$ cat src/rtl/i2c_register_transfer_sequencer_macros.svh
// ----------------------------------------------------------------------------
// i2c register transfer sequencer assertion macros
// immediate-free concurrent checks, compiled out when SYNTH is defined
// ----------------------------------------------------------------------------
`ifndef I2C_REGISTER_TRANSFER_SEQUENCER_MACROS_SVH
`define I2C_REGISTER_TRANSFER_SEQUENCER_MACROS_SVH

`ifndef SYNTH
`define IRTS_ASSERT_IMP(lbl, ante, cons, msg) \
	lbl: assert property (@(posedge clk) disable iff (!arst_n) (ante) |-> (cons)) \
		else $error(msg);
`define IRTS_ASSERT_NXT(lbl, ante, cons, msg) \
	lbl: assert property (@(posedge clk) disable iff (!arst_n) (ante) |=> (cons)) \
		else $error(msg);
`else
`define IRTS_ASSERT_IMP(lbl, ante, cons, msg)
`define IRTS_ASSERT_NXT(lbl, ante, cons, msg)
`endif

`endif

$ cat src/rtl/irts_pkg.sv
// ----------------------------------------------------------------------------
// irts_pkg
// types, codes and constants shared by the i2c register transfer sequencer
// ----------------------------------------------------------------------------
package irts_pkg;

	localparam int unsigned QUEUE_DEPTH = 4;
	localparam int unsigned MAX_RESULTS = 4;
	localparam logic [7:0] TIMEOUT_RESET = 8'd25;

	typedef enum logic [1:0] {
		CMD_BEGIN  = 2'd0,
		CMD_SAMPLE = 2'd1,
		CMD_TICK   = 2'd2,
		CMD_WDATA  = 2'd3
	} cmd_t;

	typedef enum logic [3:0] {
		PH_IDLE   = 4'd0,
		PH_START1 = 4'd1,
		PH_ADDR1  = 4'd2,
		PH_REG    = 4'd3,
		PH_START2 = 4'd4,
		PH_ADDR2  = 4'd5,
		PH_RX     = 4'd6,
		PH_DATA   = 4'd7,
		PH_TXE    = 4'd8
	} phase_t;

	typedef enum logic [3:0] {
		A_START    = 4'd0,
		A_TX       = 4'd1,
		A_STOP     = 4'd2,
		A_BUSRESET = 4'd3,
		A_ACK      = 4'd4,
		A_NACK     = 4'd5,
		A_CLRARB   = 4'd6,
		A_CLRADDR  = 4'd7,
		A_REQ      = 4'd8,
		A_READ     = 4'd9,
		A_DONE     = 4'd10
	} action_t;

	typedef enum logic [2:0] {
		ST_OK      = 3'd0,
		ST_BUSERR  = 3'd1,
		ST_NACK    = 3'd2,
		ST_ARBLOST = 3'd3,
		ST_TIMEOUT = 3'd4
	} stat_t;

	// status flag bit positions
	localparam int unsigned F_START  = 0;
	localparam int unsigned F_ADDR   = 1;
	localparam int unsigned F_TXE    = 2;
	localparam int unsigned F_RXNE   = 3;
	localparam int unsigned F_BUSERR = 4;
	localparam int unsigned F_NACK   = 5;
	localparam int unsigned F_ARB    = 6;

	typedef struct packed {
		action_t    action;
		logic [7:0] value;
		logic [7:0] index;
		stat_t      status;
	} result_t;

	typedef struct packed {
		logic [2:0]                      count;
		result_t [MAX_RESULTS-1:0]       res;
	} bundle_t;

	function automatic result_t mk_res(action_t a, logic [7:0] v, logic [7:0] i, stat_t s);
		result_t r;
		r.action = a;
		r.value  = v;
		r.index  = i;
		r.status = s;
		return r;
	endfunction

endpackage

$ cat src/rtl/i2c_register_transfer_sequencer.sv
// ----------------------------------------------------------------------------
// i2c_register_transfer_sequencer
// drives an i2c master peripheral through one register write or read
//
// channel   dir  beat
// s_axis    in   tuser: command[1:0]; tdata: is_read, target, register, count,
//                status flags, data byte
// m_axis    out  tuser: action[3:0]; tdata: byte_value, byte_index,
//                completion_status; tlast on final result of an input beat
// cfg       in   cfg_data: timeout_ticks
//
// one input beat accepted per cycle while the bundle queue has room
// each beat yields 0 to 4 output beats, one per cycle while m_axis is ready
// sequencer state updates at the accepting edge, the first result beat is
// valid after the next edge at the earliest, when the output side is idle,
// later while it is still sending older beats
// async reset clears all control state, timeout_ticks resets to 25
// ----------------------------------------------------------------------------
`include "i2c_register_transfer_sequencer_macros.svh"

module i2c_register_transfer_sequencer import irts_pkg::*; #(
	parameter int unsigned Depth = QUEUE_DEPTH
) (
	input  logic        clk,
	input  logic        arst_n,
	input  logic        s_axis_tvalid,
	output logic        s_axis_tready,
	// is_read, target_address, register_byte, byte_count, status_flags, data_byte
	input  logic [39:0] s_axis_tdata,
	// command
	input  logic [1:0]  s_axis_tuser,
	output logic        m_axis_tvalid,
	input  logic        m_axis_tready,
	// byte_value, byte_index, completion_status
	output logic [23:0] m_axis_tdata,
	// action
	output logic [3:0]  m_axis_tuser,
	output logic        m_axis_tlast,
	input  logic        cfg_valid,
	output logic        cfg_ready,
	input  logic [7:0]  cfg_data
);

	logic                       push;
	bundle_t                    push_data;
	logic                       q_full;
	logic                       pop;
	bundle_t                    pop_data;
	logic                       q_empty;
	logic [$clog2(Depth+1)-1:0] q_count;
	logic                       front_idle;

	irts_front u_front (
		.clk           (clk),
		.arst_n        (arst_n),
		.s_axis_tvalid (s_axis_tvalid),
		.s_axis_tready (s_axis_tready),
		.s_axis_tdata  (s_axis_tdata),
		.s_axis_tuser  (s_axis_tuser),
		.cfg_valid     (cfg_valid),
		.cfg_ready     (cfg_ready),
		.cfg_data      (cfg_data),
		.push          (push),
		.push_data     (push_data),
		.q_full        (q_full),
		.idle          (front_idle)
	);

	irts_queue #(
		.Depth (Depth)
	) u_queue (
		.clk       (clk),
		.arst_n    (arst_n),
		.push      (push),
		.push_data (push_data),
		.full      (q_full),
		.pop       (pop),
		.pop_data  (pop_data),
		.empty     (q_empty),
		.count     (q_count)
	);

	irts_back u_back (
		.clk           (clk),
		.arst_n        (arst_n),
		.pop_data      (pop_data),
		.q_empty       (q_empty),
		.pop           (pop),
		.m_axis_tvalid (m_axis_tvalid),
		.m_axis_tready (m_axis_tready),
		.m_axis_tdata  (m_axis_tdata),
		.m_axis_tuser  (m_axis_tuser),
		.m_axis_tlast  (m_axis_tlast)
	);

	`IRTS_ASSERT_IMP(a_done_is_last, m_axis_tvalid && (m_axis_tuser == A_DONE), m_axis_tlast, "done beat without tlast")
	`IRTS_ASSERT_IMP(a_queue_bound, 1'b1, q_count <= ($clog2(Depth+1))'(Depth), "queue count over depth")
	`IRTS_ASSERT_NXT(a_begin_result, s_axis_tvalid && s_axis_tready && (s_axis_tuser == CMD_BEGIN) && front_idle, !q_empty || m_axis_tvalid, "begin beat left no result")

endmodule

$ cat src/rtl/irts_front.sv
// ----------------------------------------------------------------------------
// irts_front
// accepts input beats, runs the transaction sequencer and packs results
// ----------------------------------------------------------------------------
module irts_front import irts_pkg::*; (
	input  logic        clk,
	input  logic        arst_n,
	input  logic        s_axis_tvalid,
	output logic        s_axis_tready,
	input  logic [39:0] s_axis_tdata,
	input  logic [1:0]  s_axis_tuser,
	input  logic        cfg_valid,
	output logic        cfg_ready,
	input  logic [7:0]  cfg_data,
	output logic        push,
	output bundle_t     push_data,
	input  logic        q_full,
	output logic        idle
);

	logic       in_is_read;
	logic [6:0] in_target;
	logic [7:0] in_register;
	logic [7:0] in_count;
	logic [6:0] in_flags;
	logic [7:0] in_data;
	cmd_t       in_cmd;

	phase_t     phase_q, nxt_phase;
	logic [7:0] cd_q, nxt_cd;
	logic [7:0] bl_q, nxt_bl;
	logic [6:0] tgt_q, nxt_tgt;
	logic [7:0] reg_q, nxt_reg;
	logic       rd_q, nxt_rd;
	logic [7:0] timeout_q;
	logic [7:0] bl_dec;
	logic       okbit;
	logic       accept;
	bundle_t    b;

	assign in_is_read  = s_axis_tdata[0];
	assign in_target   = s_axis_tdata[7:1];
	assign in_register = s_axis_tdata[15:8];
	assign in_count    = s_axis_tdata[23:16];
	assign in_flags    = s_axis_tdata[30:24];
	assign in_data     = s_axis_tdata[38:31];
	assign in_cmd      = cmd_t'(s_axis_tuser);

	assign s_axis_tready = !q_full;
	assign cfg_ready     = 1'b1;
	assign accept        = s_axis_tvalid && s_axis_tready;
	assign bl_dec        = bl_q - 8'd1;
	assign idle          = (phase_q == PH_IDLE);

	always_comb begin
		nxt_phase = phase_q;
		nxt_cd    = cd_q;
		nxt_bl    = bl_q;
		nxt_tgt   = tgt_q;
		nxt_reg   = reg_q;
		nxt_rd    = rd_q;
		b         = '0;
		okbit     = (phase_q == PH_ADDR1 || phase_q == PH_ADDR2) ? in_flags[F_ADDR]
			: in_flags[F_TXE];
		case (in_cmd)
			CMD_BEGIN: begin
				if (phase_q == PH_IDLE) begin
					nxt_rd    = in_is_read;
					nxt_tgt   = in_target;
					nxt_reg   = in_register;
					nxt_bl    = in_count;
					b.count   = 3'd1;
					b.res[0]  = mk_res(A_START, 8'd0, 8'd0, ST_OK);
					nxt_phase = PH_START1;
					nxt_cd    = timeout_q;
				end
			end
			CMD_SAMPLE: begin
				case (phase_q)
					PH_START1, PH_START2: begin
						if (in_flags[F_START]) begin
							b.count  = 3'd1;
							b.res[0] = mk_res(A_TX, {tgt_q, phase_q == PH_START2}, 8'd0, ST_OK);
							nxt_phase = (phase_q == PH_START2) ? PH_ADDR2 : PH_ADDR1;
							nxt_cd   = timeout_q;
						end
					end
					PH_ADDR1, PH_REG, PH_TXE, PH_ADDR2: begin
						if (in_flags[F_BUSERR]) begin
							b.count   = 3'd1;
							b.res[0]  = mk_res(A_DONE, 8'd0, 8'd0, ST_BUSERR);
							nxt_phase = PH_IDLE;
						end else if (in_flags[F_NACK]) begin
							b.count   = 3'd2;
							b.res[0]  = mk_res(A_STOP, 8'd0, 8'd0, ST_OK);
							b.res[1]  = mk_res(A_DONE, 8'd0, 8'd0, ST_NACK);
							nxt_phase = PH_IDLE;
						end else if (in_flags[F_ARB]) begin
							b.count   = 3'd2;
							b.res[0]  = mk_res(A_CLRARB, 8'd0, 8'd0, ST_OK);
							b.res[1]  = mk_res(A_DONE, 8'd0, 8'd0, ST_ARBLOST);
							nxt_phase = PH_IDLE;
						end else if (okbit) begin
							if (phase_q == PH_ADDR1) begin
								b.count   = 3'd2;
								b.res[0]  = mk_res(A_CLRADDR, 8'd0, 8'd0, ST_OK);
								b.res[1]  = mk_res(A_TX, reg_q, 8'd0, ST_OK);
								nxt_phase = PH_REG;
								nxt_cd    = timeout_q;
							end else if (phase_q == PH_ADDR2) begin
								b.res[0] = mk_res(A_CLRADDR, 8'd0, 8'd0, ST_OK);
								if (bl_q != 8'd0) begin
									b.count   = 3'd2;
									b.res[1]  = mk_res(A_ACK, 8'd0, 8'd0, ST_OK);
									nxt_phase = PH_RX;
									nxt_cd    = timeout_q;
								end else begin
									b.count   = 3'd4;
									b.res[1]  = mk_res(A_NACK, 8'd0, 8'd0, ST_OK);
									b.res[2]  = mk_res(A_STOP, 8'd0, 8'd0, ST_OK);
									b.res[3]  = mk_res(A_DONE, 8'd0, 8'd0, ST_OK);
									nxt_phase = PH_IDLE;
								end
							end else if (phase_q == PH_REG && rd_q) begin
								b.count   = 3'd2;
								b.res[0]  = mk_res(A_STOP, 8'd0, 8'd0, ST_OK);
								b.res[1]  = mk_res(A_START, 8'd0, 8'd0, ST_OK);
								nxt_phase = PH_START2;
								nxt_cd    = timeout_q;
							end else if (bl_q != 8'd0) begin
								b.count   = 3'd1;
								b.res[0]  = mk_res(A_REQ, 8'd0, bl_dec, ST_OK);
								nxt_phase = PH_DATA;
							end else begin
								b.count   = 3'd2;
								b.res[0]  = mk_res(A_STOP, 8'd0, 8'd0, ST_OK);
								b.res[1]  = mk_res(A_DONE, 8'd0, 8'd0, ST_OK);
								nxt_phase = PH_IDLE;
							end
						end
					end
					PH_RX: begin
						if (in_flags[F_RXNE] && bl_q != 8'd0) begin
							nxt_bl   = bl_dec;
							b.res[0] = mk_res(A_READ, in_data, bl_dec, ST_OK);
							if (bl_dec != 8'd0) begin
								b.count   = 3'd2;
								b.res[1]  = mk_res(A_ACK, 8'd0, 8'd0, ST_OK);
								nxt_cd    = timeout_q;
							end else begin
								b.count   = 3'd4;
								b.res[1]  = mk_res(A_NACK, 8'd0, 8'd0, ST_OK);
								b.res[2]  = mk_res(A_STOP, 8'd0, 8'd0, ST_OK);
								b.res[3]  = mk_res(A_DONE, 8'd0, 8'd0, ST_OK);
								nxt_phase = PH_IDLE;
							end
						end
					end
					default: begin
					end
				endcase
			end
			CMD_TICK: begin
				if (phase_q != PH_IDLE && phase_q != PH_DATA) begin
					if (cd_q == 8'd0) begin
						b.count   = 3'd2;
						b.res[0]  = mk_res(A_BUSRESET, 8'd0, 8'd0, ST_OK);
						b.res[1]  = mk_res(A_DONE, 8'd0, 8'd0, ST_TIMEOUT);
						nxt_phase = PH_IDLE;
					end else begin
						nxt_cd = cd_q - 8'd1;
					end
				end
			end
			CMD_WDATA: begin
				if (phase_q == PH_DATA && bl_q != 8'd0) begin
					nxt_bl    = bl_dec;
					b.count   = 3'd1;
					b.res[0]  = mk_res(A_TX, in_data, bl_dec, ST_OK);
					nxt_phase = PH_TXE;
					nxt_cd    = timeout_q;
				end
			end
			default: begin
			end
		endcase
	end

	assign push      = accept && (b.count != 3'd0);
	assign push_data = b;

	always_ff @(posedge clk or negedge arst_n) begin
		if (!arst_n) begin
			phase_q   <= PH_IDLE;
			cd_q      <= 8'd0;
			bl_q      <= 8'd0;
			tgt_q     <= 7'd0;
			reg_q     <= 8'd0;
			rd_q      <= 1'b0;
			timeout_q <= TIMEOUT_RESET;
		end else begin
			if (cfg_valid && cfg_ready) begin
				timeout_q <= cfg_data;
			end
			if (accept) begin
				phase_q <= nxt_phase;
				cd_q    <= nxt_cd;
				bl_q    <= nxt_bl;
				tgt_q   <= nxt_tgt;
				reg_q   <= nxt_reg;
				rd_q    <= nxt_rd;
			end
		end
	end

endmodule

$ cat src/rtl/irts_queue.sv
// ----------------------------------------------------------------------------
// irts_queue
// short queue of result bundles between sequencer and output side
// ----------------------------------------------------------------------------
module irts_queue import irts_pkg::*; #(
	parameter int unsigned Depth = QUEUE_DEPTH
) (
	input  logic                       clk,
	input  logic                       arst_n,
	input  logic                       push,
	input  bundle_t                    push_data,
	output logic                       full,
	input  logic                       pop,
	output bundle_t                    pop_data,
	output logic                       empty,
	output logic [$clog2(Depth+1)-1:0] count
);

	localparam int unsigned PW = (Depth > 1) ? $clog2(Depth) : 1;
	localparam int unsigned CW = $clog2(Depth+1);

	bundle_t         mem_q [Depth];
	logic [PW-1:0]   wr_ptr_q;
	logic [PW-1:0]   rd_ptr_q;
	logic [CW-1:0]   count_q;
	logic            do_push;
	logic            do_pop;

	assign full     = (count_q == CW'(Depth));
	assign empty    = (count_q == '0);
	assign count    = count_q;
	assign do_push  = push && !full;
	assign do_pop   = pop && !empty;
	assign pop_data = mem_q[rd_ptr_q];

	always_ff @(posedge clk) begin
		if (do_push) begin
			mem_q[wr_ptr_q] <= push_data;
		end
	end

	always_ff @(posedge clk or negedge arst_n) begin
		if (!arst_n) begin
			wr_ptr_q <= '0;
			rd_ptr_q <= '0;
			count_q  <= '0;
		end else begin
			if (do_push) begin
				wr_ptr_q <= (wr_ptr_q == PW'(Depth-1)) ? '0 : wr_ptr_q + PW'(1);
			end
			if (do_pop) begin
				rd_ptr_q <= (rd_ptr_q == PW'(Depth-1)) ? '0 : rd_ptr_q + PW'(1);
			end
			if (do_push && !do_pop) begin
				count_q <= count_q + CW'(1);
			end else if (do_pop && !do_push) begin
				count_q <= count_q - CW'(1);
			end
		end
	end

endmodule

$ cat src/rtl/irts_back.sv
// ----------------------------------------------------------------------------
// irts_back
// unpacks result bundles into output beats, tlast on the final one
// ----------------------------------------------------------------------------
module irts_back import irts_pkg::*; (
	input  logic        clk,
	input  logic        arst_n,
	input  bundle_t     pop_data,
	input  logic        q_empty,
	output logic        pop,
	output logic        m_axis_tvalid,
	input  logic        m_axis_tready,
	output logic [23:0] m_axis_tdata,
	output logic [3:0]  m_axis_tuser,
	output logic        m_axis_tlast
);

	bundle_t    bun_q;
	logic       have_q;
	logic [1:0] pos_q;
	logic       last_now;
	result_t    cur;

	assign last_now = ({1'b0, pos_q} == (bun_q.count - 3'd1));
	assign pop      = !q_empty && (!have_q || (m_axis_tready && last_now));
	assign cur      = bun_q.res[pos_q];

	assign m_axis_tvalid = have_q;
	assign m_axis_tdata  = {5'd0, cur.status, cur.index, cur.value};
	assign m_axis_tuser  = cur.action;
	assign m_axis_tlast  = last_now;

	always_ff @(posedge clk) begin
		if (pop) begin
			bun_q <= pop_data;
		end
	end

	always_ff @(posedge clk or negedge arst_n) begin
		if (!arst_n) begin
			have_q <= 1'b0;
			pos_q  <= 2'd0;
		end else if (pop) begin
			have_q <= 1'b1;
			pos_q  <= 2'd0;
		end else if (have_q && m_axis_tready) begin
			if (last_now) begin
				have_q <= 1'b0;
			end else begin
				pos_q <= pos_q + 2'd1;
			end
		end
	end

endmodule
$ cat config.mk
export PLATFORM = sky130hd
export DESIGN_NAME = i2c_register_transfer_sequencer
export DESIGN_NICKNAME = d
export VERILOG_FILES = /design/src/rtl/irts_pkg.sv /design/src/rtl/i2c_register_transfer_sequencer.sv /design/src/rtl/irts_front.sv /design/src/rtl/irts_queue.sv /design/src/rtl/irts_back.sv
export VERILOG_INCLUDE_DIRS = /design/src /design/src/rtl
export SDC_FILE = /design/constraint.sdc
export NUM_CORES = 1
export LEC_CHECK = 0
export BUFFER_PORTS_ARGS = -buffer_cell sky130_fd_sc_hd__clkbuf_2
export CAP_MARGIN = 20
export CORE_ASPECT_RATIO = 0.8
export CORE_MARGIN = 3
export CORE_UTILIZATION = 30
export DETAILED_ROUTE_END_ITERATION = 10
export GPL_ROUTABILITY_DRIVEN = 0
export MAX_ROUTING_LAYER = met4
export PLACE_DENSITY = 0.52
export SLEW_MARGIN = 20
export SYNTH_ARGS = -nofsm -noshare
export SYNTH_HDL_FRONTEND = slang
export SYNTH_SLANG_ARGS = --single-unit
export TNS_END_PERCENT = 5
$ cat constraint.sdc
create_clock -name clk -period 8.8 [get_ports clk]
set_input_delay 1.32 -clock clk [delete_from_list [all_inputs] [get_ports clk]]
set_output_delay 1.32 -clock clk [all_outputs]
set_load 0.01 [all_outputs]
## Word level (Yosys, flattened, before mapping)

Memory sizes are Yosys's and may differ from the RTL's. A register that Yosys moved wholly into a read port is not among the register bits.
Index checks and enable logic that the tools add are counted.

| cells by class | value |
|---|---|
| add/subtract/negate cells | 8 |
| magnitude comparators | 1 |
| equal/unequal tests | 36 |
| reduce and logical (&&, ||, !) cells | 40 |
| mux-type cells | 100 |

Operators by type and width:

| operator | count |
|---|---|
| 46-bit 2-to-1 mux | 14 |
| 95-bit 2-to-1 mux | 2 |
| 8-bit 2-to-1 mux | 19 |
| 69-bit one-hot mux with 2 select lines | 1 |
| 23-bit 2-to-1 mux | 4 |
| 23-bit one-hot mux with 4 select lines | 1 |
| 20-bit 2-to-1 mux | 4 |
| 69-bit 2-to-1 mux | 1 |
| 23-bit one-hot mux with 3 select lines | 1 |
| 4-bit 2-to-1 mux | 14 |
| 8-bit one-hot mux with 3 select lines | 2 |
| 23-bit binary-select mux with 2-bit select | 1 |
| 23-bit one-hot mux with 2 select lines | 1 |
| 3-bit 2-to-1 mux | 13 |
| 8-bit one-hot mux with 4 select lines | 1 |
| 4-bit by 3-bit == test with 1-bit output (second input constant) | 4 |
| 2-bit 2-to-1 mux | 8 |
| 4-bit one-hot mux with 4 select lines | 1 |
| 8-bit nonzero test | 2 |
| 8-bit by 1-bit subtractor with 8-bit output (second input constant) | 2 |
| 3-bit inequality test (second input constant) | 5 |
| 15-bit AND reduction | 1 |
| 1-bit logical AND | 13 |
| 3-bit one-hot mux with 4 select lines | 1 |
| other kinds (37) | 69 |

| word-level totals | value |
|---|---|
| word-level logic and storage cells | 198 |
| memories | 1 |
| output and inout bits | 32 |
| input bits | 55 |
| memory bits (writable) | 380 |
| register bits | 54 |

Memory list:

| memory | depth | width | rd ports | clocked after Yosys merged registers in | wr ports | line | RTL |
|---|---|---|---|---|---|---|---|
| u_queue.mem_q | 4 | 95 | 1 | 1 | 1 | irts_queue.sv:22 | `bundle_t mem_q [Depth];` |

## Depth between registers and ports, before layout

| logic depth | value |
|---|---|
| depth after elaboration | 18 |
| depth in mapped cells | 14 |
| gate-level depth less buffers | 14 |

## Modules after synthesis

A second synthesis with hierarchy kept.

| unflattened totals | value |
|---|---|
| cells, all modules | 1150 |
| area, all modules | 21708.3 um^2 |

By module, submodules not included:

| module | instances | seq. area each (um^2) | area each (um^2) | cells an instance |
|---|---|---|---|---|
| irts_queue | 1 | 11586.1 | 14149.8 | 534 |
| irts_front | 1 | 1104.8 | 3842.4 | 457 |
| irts_back | 1 | 2927.8 | 3716.1 | 159 |

## Worst setup path before layout

No wires, ideal clock.

| timing | value |
|---|---|
| kind | input -> register |
| from | in m_axis_tready |
| to | reg u_queue.count_q[1], in the netlist u_queue.count[1] |
| slack | 4071 ps |
| stages | 7 |
| data required time | 8675 ps |
| arrival | 4605 ps |
| setup time | 125 ps |
| cell sequence | nand2_1 > a21oi_1 > inv_1 > ha_1 > inv_1 > fa_1 > mux2_2 |

| on the way | value |
|---|---|
| longest elaborated chain between the ends | 7 |

Ends and longest elaborated chain:

| what | line | RTL |
|---|---|---|
| from (decl) | i2c_register_transfer_sequencer.sv:33 | `input logic m_axis_tready,` |
| 1-bit logical AND (*) | irts_back.sv:25 | `assign pop = !q_empty && (!have_q \|\| (m_axis_tready && last_now));` |
| 1-bit logical OR (*) | irts_back.sv:25 |  |
| 1-bit logical AND (*) | irts_back.sv:25 |  |
| named net pop | i2c_register_transfer_sequencer.sv:47 | `logic pop;` |
| 1-bit logical AND (*) | irts_queue.sv:33 | `assign do_pop = pop && !empty;` |
| 1-bit logical NOT | irts_queue.sv:54 | `if (do_push && !do_pop) begin` |
| 1-bit logical AND | irts_queue.sv:54 |  |
| 3-bit 2-to-1 mux / 2-bit nonzero test (equally long branches) | n/a |  |
| to (signal assigned) | irts_queue.sv:55 | `count_q <= count_q + CW'(1);` |
| to (signal assigned) | irts_queue.sv:57 | `count_q <= count_q - CW'(1);` |
| to (decl) | irts_queue.sv:25 | `logic [CW-1:0] count_q;` |

Mark *: on every way through the listed nets, which the timed path passes. The rest lies on a longest branch.
A chain may end at the register's enable or synchronous reset.

==> impl_summary.md <==
STA
Derived from the worst setup path, the maximum achievable clock frequency is 227 MHz. The number of hold violations in the final report is 0. For the final database, setup skew stands at 20.9 ps. The part of the cycle the worst path needs is 50.1%.

The count of final max-slew check failures is 0. The final sum of negative setup slack is 0 ps. Setup violations remaining at the end of the flow were counted as 0. The worst slew slack as a fraction of its limit is 26.5%. Setup repair after global routing left no endpoint under its margin.

The slew at the pin closest to its max-slew limit is 1100 ps. The post-route minimum period is 4410 ps.

Clocking
The buffer cell driving the clock tree root is clkbuf_16. Buffers inserted during clock tree synthesis total 27. CTS saw 249 sinks. The maximum buffer depth of the clock tree is 3.

After clock tree synthesis, the repair step resized 0 gates. The count of buffers added by post-CTS timing repair for setup is 0. At the later pin of the worst-skew pair, clock insertion delay measures 540 ps. In this run, post-CTS hold repair placed 0 buffers. The clock-pin slew on the worst setup and hold paths is 60 ps. In this run the number of H-tree levels came out at 1. TritonCTS built the clock tree.

Power
IR analysis of the VDD net gives a maximum drop of 153 uV. The share of total power in sequential cells is 41.8%. The power share of the clock group is 33.2%. Net switching is 29.4% of the power. The cell-internal power is 2.80 mW. The share of total power dissipated in combinational logic is 24.9%. The total power divided by cell area is 305 nW/um^2. The analysis attributes to net switching a power of 1.16 mW. For this design the static power due to leakage is 4.73 nW.

Synth
During synthesis, Yosys emitted a total of 0 warnings. The cell count after synthesis came out at 722. The share of synthesized flip-flops with an asynchronous set or reset is 21.7%. After synthesis, flip-flops and latches occupy 65.5% of the total area. The cell area after technology mapping is 11000 um^2. After synthesis the netlist holds a flip-flop and latch count of 249.

For this run, the leading register cell type out of synthesis is edfxtp_1. A synthesized cell averages 15.2 um^2. The count of flip-flops with a built-in enable after synthesis is 195. Yosys mapped the design onto 76 distinct sky130hd cell types.

Global route
The global-route wire length before repair is 37.3 mm. Global routing consumed, over all layers together, 12.8% of the routing resources. The via count of the first global-routing pass came to 6147. Entering global routing, the biggest net connects 55 pins. The initial antenna violation count came to 0. The remaining global-route overflow is 0.

Worst setup path
Data on the critical path arrives at its endpoint at 4740 ps. STA classifies the critical path startpoint as an input port. The category of the worst setup path capture point is a register. The type of the worst setup path is in2reg.

In this run the worst path has a maximum fanout of 12. At the worst endpoint, the required time is 9130 ps.

Floorplanning
The initialized floorplan defines 62 standard-cell rows. Once the floorplan was initialized, standard cells occupied 30.5% of the core. The die extent in x is 220 um. For this design the top-level I/O count stands at 87.

The core region is 36100 um^2. The floorplan step defined a die boundary enclosing 39000 um^2. In this run the vertical extent of the chip is 177 um.

Detailed routing
After detailed routing, the total wire length is 24.1 mm. The number of nets with antenna violations after routing is 0. For this run, design rule violations remaining after detail routing come to 0.

The starting DRC count in detailed routing is 441. The via count normalized by instance count is 4.74. The via total after detailed routing is 6196. After detailed routing, the average wire length per cell comes to 18.4 um. The number of iterations in the first detailed-routing pass is 5.

Final layout
The finished cells cover 13000 um^2. The non-filler instance count after layout is 1308. The net count reported at finish is 877.

In the layout the commonest cells are 195 x edfxtp_1, 78 x clkbuf_2, 50 x dfrtp_1. The layout-stage area growth over the synthesis result is 17.9%. The share of post-route cells with drive strength above 1 is 28.9%. Cells fill 36.0% of the core in the end. The final antenna diode count is 0.

Leaving out fill and tap cells, the most frequent cell in the layout is edfxtp_1. The number of inserted filler cells in the final layout is 3432.

Placement
Once placement finished, the instance area stood at 11900 um^2. The number of placed instances, taps included, is 1258. Summed over all nets, the half-perimeter wirelength after detailed placement is 15.8 mm. Input and output buffers added on the ports amount to 79.

Min path
The classification of the worst-slack hold path is reg2reg.

Flow run
The max-cap check violation count is 0.

Outcome
The flow ran to the end, and the final reports show no timing, DRC or antenna violations.
[power by group through the flow]
stage | registers (mW) | clock network, mW | logic [mW]
final | 1.66 | 1.32 | 0.988
after global placement | 1.68 | 0 | 1.01
after detailed placement | 1.68 | 0 | 1.01
after global routing | 1.68 | 1.40 | 1.10
after CTS | 1.66 | 1.35 | 1.01
after floorplan | 1.59 | 0 | 0.792
[registers in the layout, indices dropped and copies added, names as in the netlist]
signal / count
u_front.phase_q: 4
u_front.bl_q: 8
u_front.timeout_q: 8
u_front.reg_q: 8
u_back.m_axis_tvalid: 1
u_front.tgt_q: 7
u_back.bun_q: 39
u_back.pos_q: 2
u_queue.count: 3
u_front.rd_q: 1
u_queue.wr_ptr_q: 2
u_front.cd_q: 8
u_queue.rd_ptr_q: 2
u_queue.mem_q: 156
[critical path, stage by stage]
cell and delay [ps]:
clkbuf_2 120, inv_1 80, ha_1 440, inv_1 230, nor2_1 500, nand2_1 300
o22ai_1 900, a41oi_1 430, nor2_1 410
[cell families (layout without fill, tap and decap cells)]
family / Yosys count / in the layout / synth area share, %
other: 2 / 6 / 0.0682
flip-flops: 249 / 249 / 65.5
multiplexers: 89 / 89 / 12.9
AND/OR/NAND/NOR: 181 / 181 / 8.88
adder cells (fa/ha/maj): 15 / 15 / 1.77
XOR/XNOR: 13 / 13 / 1.03
buffers and inverters: 69 / 171 / 2.90
AO/OA/AOI/OAI: 104 / 104 / 6.95
[cells in the mapped netlist (5+ instances only)]
master,count,area (um^2)
mux2_2,31,349
dfrtp_1,51,1280
nor2b_1,6,37.5
mux2i_1,18,180
nor3b_1,5,37.5
nor3_1,8,40.0
buf_4,8,60.1
clkbuf_1,16,60.1
nor2_1,48,180
nand2_1,35,131
buf_2,5,25.0
nand4_1,7,43.8
buf_1,6,22.5
o22ai_1,9,56.3
xor2_1,7,61.3
mux4_2,39,878
o21ai_0,18,90.1
nor4_1,9,56.3
edfxtp_1,195,5860
and2_1,23,144
ha_1,14,175
inv_1,30,113
xnor2_1,6,52.6
a21oi_1,21,105
or2_2,6,37.5
nand3_1,10,50.1
o31ai_1,5,37.5
a22o_1,10,87.6
[metrics by stage]
| stage | worst slack [ps] | power (mW) | hold WS [ps] |
|---|---|---|---|
| global route | 4080 | 4.19 | 517 |
| CTS | 4420 | 4.02 | 506 |
| finish | 4390 | 3.96 | 504 |
| detailed placement | 3820 | 2.69 | 489 |
| floorplan | 4070 | 2.38 | 471 |
| global placement | 3860 | 2.68 | 483 |
[metal layers]
metal  GRT usage [%]  vias up  share of wire, %
met5               -        -                 0
met3            1.87       35               4.3
met4            2.39        0               1.5
li1                -     2936                 -
met1            19.4     3088                51
met2            18.4      137                43
[final timing paths]
kind / start / endpoint / slack, ps / cells after the start
worst max-delay path: s_axis_tuser[1] / u_queue.mem_q[1][9] / 4390 / 9
worst min-delay path: u_front.reg_q[1] / u_front.reg_q[1] / 500 / 1
max in group asynchronous: arst_n / u_queue.rd_ptr_q[0] / 7310 / 2
worst min register to register: u_front.reg_q[1] / u_front.reg_q[1] / 500 / 1
min in group asynchronous: arst_n / u_front.reg_q[3] / 950 / 2
worst max register to register: u_front.bl_q[0] / u_queue.mem_q[3][8] / 4920 / 10
[final cells by class]
cell class	count	area (um^2)	share of cell area [%]
inverters	30	113	0.868
multi-input cells	408	3510	27.0
clock inverters	16	324	2.50
flip-flops and latches	249	7210	55.6
repair buffers	91	485	3.74
clock buffers	34	732	5.64
well taps	480	601	4.63
Note: power is estimated with default switching activity, not from simulation.
